--- src/design/sst_pkg.sv ---
`default_nettype none
// ----------------------------------------------------------------------------
// sst_pkg: shared types and codes for the sorted set table
// Request and status codes, controller states and the command bundle.
// ----------------------------------------------------------------------------
package sst_pkg;

    localparam int SST_CAPACITY = 16;
    localparam int KEY_W        = 32;
    localparam int OP_W         = 2;
    localparam int STATUS_W     = 2;
    localparam int POSITION_W   = 4;
    localparam int COUNT_W      = 5;

    localparam logic [OP_W-1:0] OP_INSERT = 2'd0;
    localparam logic [OP_W-1:0] OP_DELETE = 2'd1;
    localparam logic [OP_W-1:0] OP_SEARCH = 2'd2;

    localparam logic [STATUS_W-1:0] ST_OK      = 2'd0;
    localparam logic [STATUS_W-1:0] ST_FULL    = 2'd1;
    localparam logic [STATUS_W-1:0] ST_DUP     = 2'd2;
    localparam logic [STATUS_W-1:0] ST_MISSING = 2'd3;

    typedef enum logic [0:0] {
        S_IDLE,
        S_UPDATE
    } state_t;

    typedef struct packed {
        logic load;    // capture request and compare masks
        logic commit;  // update the table and the result register
    } sst_cmd_t;

endpackage
`default_nettype wire

--- src/design/sst_ctrl.sv ---
`default_nettype none
// ----------------------------------------------------------------------------
// sst_ctrl: request sequencer
// Accepts a request, then commits it once the result register is free.
// ----------------------------------------------------------------------------
module sst_ctrl
    import sst_pkg::*;
(
    input  wire logic     clk,
    input  wire logic     rst_n,
    input  wire logic     in_valid,
    output logic          in_stall,
    output logic          out_valid,
    input  wire logic     out_stall,
    output sst_cmd_t      cmd
);

    state_t state_reg;
    state_t state_next;
    logic   out_valid_reg;
    logic   out_valid_next;

    always_ff @(posedge clk or negedge rst_n)
    begin
        if (!rst_n)
        begin
            state_reg     <= S_IDLE;
            out_valid_reg <= 1'b0;
        end
        else
        begin
            state_reg     <= state_next;
            out_valid_reg <= out_valid_next;
        end
    end

    always_comb
    begin
        state_next = state_reg;
        cmd        = '0;
        in_stall   = 1'b1;
        case (state_reg)
            S_IDLE:
            begin
                in_stall = 1'b0;
                if (in_valid)
                begin
                    cmd.load   = 1'b1;
                    state_next = S_UPDATE;
                end
            end
            S_UPDATE:
            begin
                // hold until the previous result has been taken
                if (!out_valid_reg || !out_stall)
                begin
                    cmd.commit = 1'b1;
                    state_next = S_IDLE;
                end
            end
            default:
            begin
                state_next = S_IDLE;
            end
        endcase

        if (cmd.commit)
            out_valid_next = 1'b1;
        else if (out_valid_reg && !out_stall)
            out_valid_next = 1'b0;
        else
            out_valid_next = out_valid_reg;
    end

    assign out_valid = out_valid_reg;

endmodule
`default_nettype wire

--- src/design/sst_datapath.sv ---
`default_nettype none
// ----------------------------------------------------------------------------
// sst_datapath: key cells, entry count and result register
// Each cell compares its key against the request key; the registered
// less/equal masks steer a one-step shift up (insert) or down (delete).
// ----------------------------------------------------------------------------
module sst_datapath
    import sst_pkg::*;
#(
    parameter int CAPACITY = SST_CAPACITY
)
(
    input  wire logic                        clk,
    input  wire logic                        rst_n,
    input  wire sst_cmd_t                    cmd,
    input  wire logic        [OP_W-1:0]      operation,
    input  wire logic signed [KEY_W-1:0]     key,
    output logic             [STATUS_W-1:0]  status,
    output logic             [POSITION_W-1:0] position,
    output logic             [COUNT_W-1:0]   entry_count
);

    localparam int PW = $clog2(CAPACITY);
    localparam int CW = $clog2(CAPACITY + 1);

    logic signed [KEY_W-1:0] cell_reg  [CAPACITY];
    logic signed [KEY_W-1:0] cell_next [CAPACITY];
    logic [CW-1:0]           count_reg;
    logic [CW-1:0]           count_next;

    logic [OP_W-1:0]         op_reg;
    logic signed [KEY_W-1:0] key_reg;
    logic [CAPACITY-1:0]     less_reg;
    logic [CAPACITY-1:0]     eq_reg;
    logic [CAPACITY-1:0]     less_now;
    logic [CAPACITY-1:0]     eq_now;

    logic [STATUS_W-1:0]     status_reg;
    logic [STATUS_W-1:0]     status_next;
    logic [PW-1:0]           pos_reg;
    logic [PW-1:0]           pos_next;

    logic [CAPACITY-1:0]     edge_hot;
    logic [PW-1:0]           edge_pos;
    logic                    hit;
    logic                    full;
    logic                    do_insert;
    logic                    do_delete;

    // compare every held cell against the incoming key
    always_comb
    begin
        for (int i = 0; i < CAPACITY; i++)
        begin
            less_now[i] = (CW'(i) < count_reg) && (cell_reg[i] < key);
            eq_now[i]   = (CW'(i) < count_reg) && (cell_reg[i] == key);
        end
    end

    // first cell not less than the key marks the sorted position
    always_comb
    begin
        edge_pos = '0;
        for (int i = 0; i < CAPACITY; i++)
        begin
            if (i == 0)
                edge_hot[i] = !less_reg[i];
            else
                edge_hot[i] = !less_reg[i] && less_reg[i-1];
            if (edge_hot[i])
                edge_pos = edge_pos | PW'(i);
        end
    end

    assign hit  = |eq_reg;
    assign full = (count_reg == CW'(CAPACITY));

    always_comb
    begin
        do_insert   = 1'b0;
        do_delete   = 1'b0;
        status_next = ST_OK;
        pos_next    = '0;
        count_next  = count_reg;
        case (op_reg)
            OP_INSERT:
            begin
                if (full)
                    status_next = ST_FULL;
                else if (hit)
                    status_next = ST_DUP;
                else
                begin
                    do_insert  = 1'b1;
                    pos_next   = edge_pos;
                    count_next = count_reg + CW'(1);
                end
            end
            OP_DELETE:
            begin
                if (!hit)
                    status_next = ST_MISSING;
                else
                begin
                    do_delete  = 1'b1;
                    pos_next   = edge_pos;
                    count_next = count_reg - CW'(1);
                end
            end
            default:
            begin
                if (!hit)
                    status_next = ST_MISSING;
                else
                    pos_next = edge_pos;
            end
        endcase
    end

    // per-cell next value: hold below the position, shift above it
    always_comb
    begin
        for (int i = 0; i < CAPACITY; i++)
        begin
            cell_next[i] = cell_reg[i];
            if (do_insert && !less_reg[i])
            begin
                if (edge_hot[i])
                    cell_next[i] = key_reg;
                else if (i > 0)
                    cell_next[i] = cell_reg[(i > 0) ? i - 1 : 0];
            end
            else if (do_delete && !less_reg[i] && (i < CAPACITY - 1))
            begin
                cell_next[i] = cell_reg[(i < CAPACITY - 1) ? i + 1 : i];
            end
        end
    end

    always_ff @(posedge clk)
    begin
        if (cmd.load)
        begin
            op_reg   <= operation;
            key_reg  <= key;
            less_reg <= less_now;
            eq_reg   <= eq_now;
        end
        if (cmd.commit)
        begin
            for (int i = 0; i < CAPACITY; i++)
                cell_reg[i] <= cell_next[i];
            status_reg <= status_next;
            pos_reg    <= pos_next;
        end
    end

    always_ff @(posedge clk or negedge rst_n)
    begin
        if (!rst_n)
            count_reg <= '0;
        else if (cmd.commit)
            count_reg <= count_next;
    end

    assign status      = status_reg;
    assign position    = POSITION_W'(pos_reg);
    assign entry_count = COUNT_W'(count_reg);

endmodule
`default_nettype wire

--- src/design/sorted_set_table.sv ---
`default_nettype none
// ----------------------------------------------------------------------------
// sorted_set_table: ordered table of distinct signed keys
// A request is accepted in the idle state, where its key is compared against
// the key cells and the masks are registered; the update state then commits
// the cells and the result register. No new request is taken until the last
// one has committed; commit waits while a prior result is held.
// Reset clears the entry count and the control state; key cells are not
// cleared and are never compared above the entry count.
// ----------------------------------------------------------------------------
module sorted_set_table
    import sst_pkg::*;
#(
    parameter int CAPACITY = SST_CAPACITY
)
(
    input  wire logic                         clk,
    input  wire logic                         rst_n,
    input  wire logic                         in_valid,
    output logic                              in_stall,
    input  wire logic        [OP_W-1:0]       operation,
    input  wire logic signed [KEY_W-1:0]      key,
    output logic                              out_valid,
    input  wire logic                         out_stall,
    output logic             [STATUS_W-1:0]   status,
    output logic             [POSITION_W-1:0] position,
    output logic             [COUNT_W-1:0]    entry_count
);

    sst_cmd_t cmd;

    sst_ctrl u_ctrl (
        .clk       (clk),
        .rst_n     (rst_n),
        .in_valid  (in_valid),
        .in_stall  (in_stall),
        .out_valid (out_valid),
        .out_stall (out_stall),
        .cmd       (cmd)
    );

    sst_datapath #(
        .CAPACITY (CAPACITY)
    ) u_datapath (
        .clk         (clk),
        .rst_n       (rst_n),
        .cmd         (cmd),
        .operation   (operation),
        .key         (key),
        .status      (status),
        .position    (position),
        .entry_count (entry_count)
    );

endmodule
`default_nettype wire
--- config.mk ---
export PLATFORM = sky130hd
export DESIGN_NAME = sorted_set_table
export DESIGN_NICKNAME = d
export VERILOG_FILES = /design/src/design/sst_pkg.sv /design/src/design/sst_ctrl.sv /design/src/design/sst_datapath.sv /design/src/design/sorted_set_table.sv
export SDC_FILE = /design/constraint.sdc
export NUM_CORES = 2
export LEC_CHECK = 0
export BUFFER_PORTS_ARGS = -buffer_cell sky130_fd_sc_hd__buf_2
export CORE_UTILIZATION = 32
export DETAILED_ROUTE_END_ITERATION = 8
export GPL_TIMING_DRIVEN = 1
export SYNTH_ARGS = -nofsm -noshare
export SYNTH_HDL_FRONTEND = slang
export SYNTH_SLANG_ARGS = --single-unit
--- constraint.sdc ---
create_clock -name clk -period 5.4 [get_ports clk]
set_input_delay 0.81 -clock clk [delete_from_list [all_inputs] [get_ports clk]]
set_output_delay 0.81 -clock clk [all_outputs]
set_load 0.1 [all_outputs]
==> summary.md <==
The share of synthesized area in the top cell type comes to 43.89%. The final period utilization is 70.02%. Summing the areas of all compound-gate instances in the mapped netlist gives 12.14% of the synthesized area. The tools report the total of warnings raised by yosys as 0. After synthesis, the largest family of logic cells by area is adder cells. In this run, synthesis inferred 584 flip-flops with an integrated enable. The first global-routing pass estimated 172100 um of wire. The met3 track utilization from global routing was 2.964%.

The first detailed-routing pass took 7 iterations. The total number of clock tree sinks was 591. The tools report the kind of start point of the critical path as a flip-flop. For this run, the register share of the synthesized area comes to 44.32%. After synthesis, the cell types taking the most area are edfxtp_1 44%, ha_1 16%, mux2i_1 11%, a21oi_1 8.2%, nor2_1 4.9%. The dominant register cell in the synthesized netlist was edfxtp_1.

The layer flagged by global routing as most heavily used is met2. The run gives 5.78 ns as the data required time of the worst path. Setup-violating endpoint count in the final report: 0. After synthesis, the share of cell area in mux cells is 13.28%. Measured against its own limit, the worst slew margin works out to 15.57%. The maximum cell stage delay along the critical path was 0.91 ns. The worst-case IR drop observed on VDD is 0.0002489 V. The detailed router finished its first iteration with 2855 violations. The count of nets left with antenna violations once routing finished came out at 0. After the last flow step, the layout net total stands at 4216. For the number of max-cap violations, the log shows 0.

The I/O pin count is 51. Once layout is done, the placed cells without fillers occupy 0.04382 mm2. After detailed routing, the average wire length per cell comes to 21.22 um. TritonCTS built the clock tree.

The number of port buffers is 50. After synthesis, the share of flip-flops with an asynchronous set or reset is 1.184%. The floorplan has 129 rows. The synthesized area per cell is 10.80 um2.

The filler cells instantiated in the layout total 12290. For this design, the CTS-stage hold fixing added 0 buffers. The setup path with the least slack is of type flip-flop to flip-flop. For the post-cts repair resize count, the log shows 0.

The synthesized design spends more area on one cell type than any other, namely edfxtp_1. The buffers inserted during post-CTS setup optimization came out at 0. By count the netlist is led by 652 x a21oi_1, 584 x edfxtp_1, 517 x nor2_1.

The run gives 0 as the number of hold violations in the final report. The initial utilization of the core area, before any placement, comes to 32.28%. For the overall routing resource usage, the log shows 17.55%. The signal on the critical path passes through inv_1, ha_1, and4bb_1, nand2b_4, or2_2, buf_4, nor2_4, mux2_2. The H-tree depth came out at 3.

The CTS root buffer was clkbuf_16. The synthesized design contains 591 register bits. Number of buffers created by CTS: 69. The largest delay contributor family on the critical path was simple AND/OR/NAND/NOR gates.

Synthesis handed over a netlist of 3701 instances. The number of flip-flops under the largest register name is 512, and the fraction of layout instances using a drive strength above 1 is 7.243%. The number of different library cells used by synthesis comes to 62.

For the sum of net half-perimeters after detailed placement, the log shows 86430 um. Global routing consumed, on the met1 layer, 25.05% of the routing resources. The longest clock path from root to sink contains 3 buffers.

The worst setup path is captured at a flip-flop. The largest fanout on the critical path was 33. The die span in x was 355.4 um. The global placement routability congestion is 0.8794, and the data arrival time of the worst path is 4.16 ns.

Compared with the post-synthesis result, the final layout area differs by 9.669%. Number of global-route vias before repair: 28220. On the final layout, the worst clock skew is 0.02550 ns. The analysis attributes to cell leakage a power of 18.53 nW. The logs give 6 for the number of antenna violations at the first check in global routing and 0.04177 mm2 for the instance area at placement.

In this run the standard cell core region covers 0.1238 mm2. The run finished, with violations left. After synthesis the cells add up to 0.03996 mm2. Entering global routing, the biggest net connects 65 pins. Via-per-instance ratio: 5.412. The buffers plus inverters on the worst setup path was 2; the register clock-pin slew on the reported worst setup and hold paths was 0.06 ns. The adder-cell share of the synthesized area came out at 16.16%.

Static timing analysis puts the maximum clock frequency at 264.5 MHz. After detailed routing, the total wire length is 113600 um. Yosys instantiated no cell more often than a21oi_1. Synthesis produced a netlist with a net count of 4255. For met2 alone, demand over resource in global routing was 26.70%. Setup repair after global routing left no endpoint under its margin. For the final routed database, the setup TNS stands at 0 ns. The max-slew violation count is 0, and the floorplan die area is 0.1263 mm2. The path class of the tightest hold or removal check is input pin to asynchronous set/reset pin.

The number of design rule violations left after detail routing is 5, and the simple-gate share of the synthesized area is 11.13%. The power density over the cells was 326.6 mW/mm2; the worst-margin pin slew was 1.266 ns. The checks that failed: DRC. For the worst-skew pair, the clock arrives at the later sink with an insertion delay of 0.64 ns. The parity-gate share of the synthesized area counting xor and xnor cells was 0.1096%. The repair_antennas step left the layout with diodes totalling 0. The routed layout has 28960 vias. After global routing the overflow that remains totals 0. For the finished layout, the period the worst path requires is 3.781 ns. The overall die height is 355.4 um. For this design, the slowest cell found on the critical path is nor2_4.
==> layout make-up <==
type | count | area [um2] | share of cell area [%]
tap | 1637 | 2048 | 4.674
sequential | 591 | 17710 | 40.42
timing repair buffer | 78 | 460.4 | 1.051
inverter | 67 | 251.5 | 0.5739
clock buffer | 90 | 1827 | 4.168
clock inverter | 33 | 230.2 | 0.5253
multi-input combinational | 2855 | 21300 | 48.59
==> placed cells by master, fill, tap and decap left out, types with 50 or more instances in the layout <==
| cell type | Yosys | routed |
|---|---|---|
| a21o_1 | 50 | 50 |
| o21ai_0 | 67 | 67 |
| buf_2 | 43 | 50 |
| mux2i_1 | 456 | 456 |
| a21oi_1 | 652 | 652 |
| ha_1 | 516 | 516 |
| edfxtp_1 | 584 | 584 |
| nand4_1 | 77 | 77 |
| clkbuf_16 | 0 | 70 |
| inv_1 | 67 | 67 |
| nor2_1 | 517 | 502 |
| nand2_1 | 129 | 129 |
==> cell families after synthesis <==
| kind of cell | Yosys count |
|---|---|
| AOI/OAI and AO/OA | 875 |
| and+or+nand+nor | 937 |
| DFF | 591 |
| buffers and inverters | 255 |
| xor gates and xnor gates | 5 |
| adders and majority gates | 516 |
| muxes | 522 |
==> per-stage QoR <==
step	util [%]	instances	power [mW]	hold slack, ns	setup slack [ns]
CTS	35.40	5351	14.35	0.03097	1.657
finish	35.40	5351	14.31	0.07021	1.619
detailed placement	33.74	5228	9.857	0.5249	1.595
global route	35.40	5351	14.92	0.03992	1.505
floorplan	-	3701	8.660	0.5144	1.014
global placement	33.74	5228	9.787	0.5092	1.629
==> path summary, 6_finish.rpt <==
check | from | cells after the start | end | slack [ns]
worst min register to register | u_ctrl.out_valid$_DFFE_PN0P_ | 1 | u_ctrl.out_valid$_DFFE_PN0P_ | 0.53
worst min-delay path | rst_n | 1 | u_ctrl.out_valid$_DFFE_PN0P_ | 0.07
worst max-delay path | u_datapath.entry_count[1]$_DFFE_PN0P_ | 8 | u_datapath.cell_reg[0][29]$_DFFE_PP_ | 1.62
min in group clk | key[29] | 1 | u_datapath.key_reg[29]$_DFFE_PP_ | 0.37
max in group asynchronous | rst_n | 1 | u_datapath.entry_count[3]$_DFFE_PN0P_ | 5.08
worst max register to register | u_datapath.entry_count[1]$_DFFE_PN0P_ | 8 | u_datapath.cell_reg[0][29]$_DFFE_PP_ | 1.62
==> power breakdown <==
| group | internal, mW | switching [mW] | leakage, nW |
|---|---|---|---|
| Clock | 2.49 | 2.01 | 1.01 |
| Sequential | 5.59 | 0.679 | 5.40 |
| Combinational | 1.32 | 2.23 | 12.1 |
| Total | 9.40 | 4.92 | 18.5 |
==> worst reg2reg max path: cells and delay by family (launching register included) <==
kind	cells	cell delay [ns]
fa+ha+maj	1	0.23
buf+inv	2	0.56
flops	1	0.71
mux	1	0.44
simple gates	4	1.60
==> layer usage <==
metal  routed length, um  part of all wire [%]
met1               54030                    48
met2               48930                    43
met3                6993                   6.2
met4                3591                   3.2
met5                  13                 0.011
Note: power is estimated with default switching activity, not from simulation.
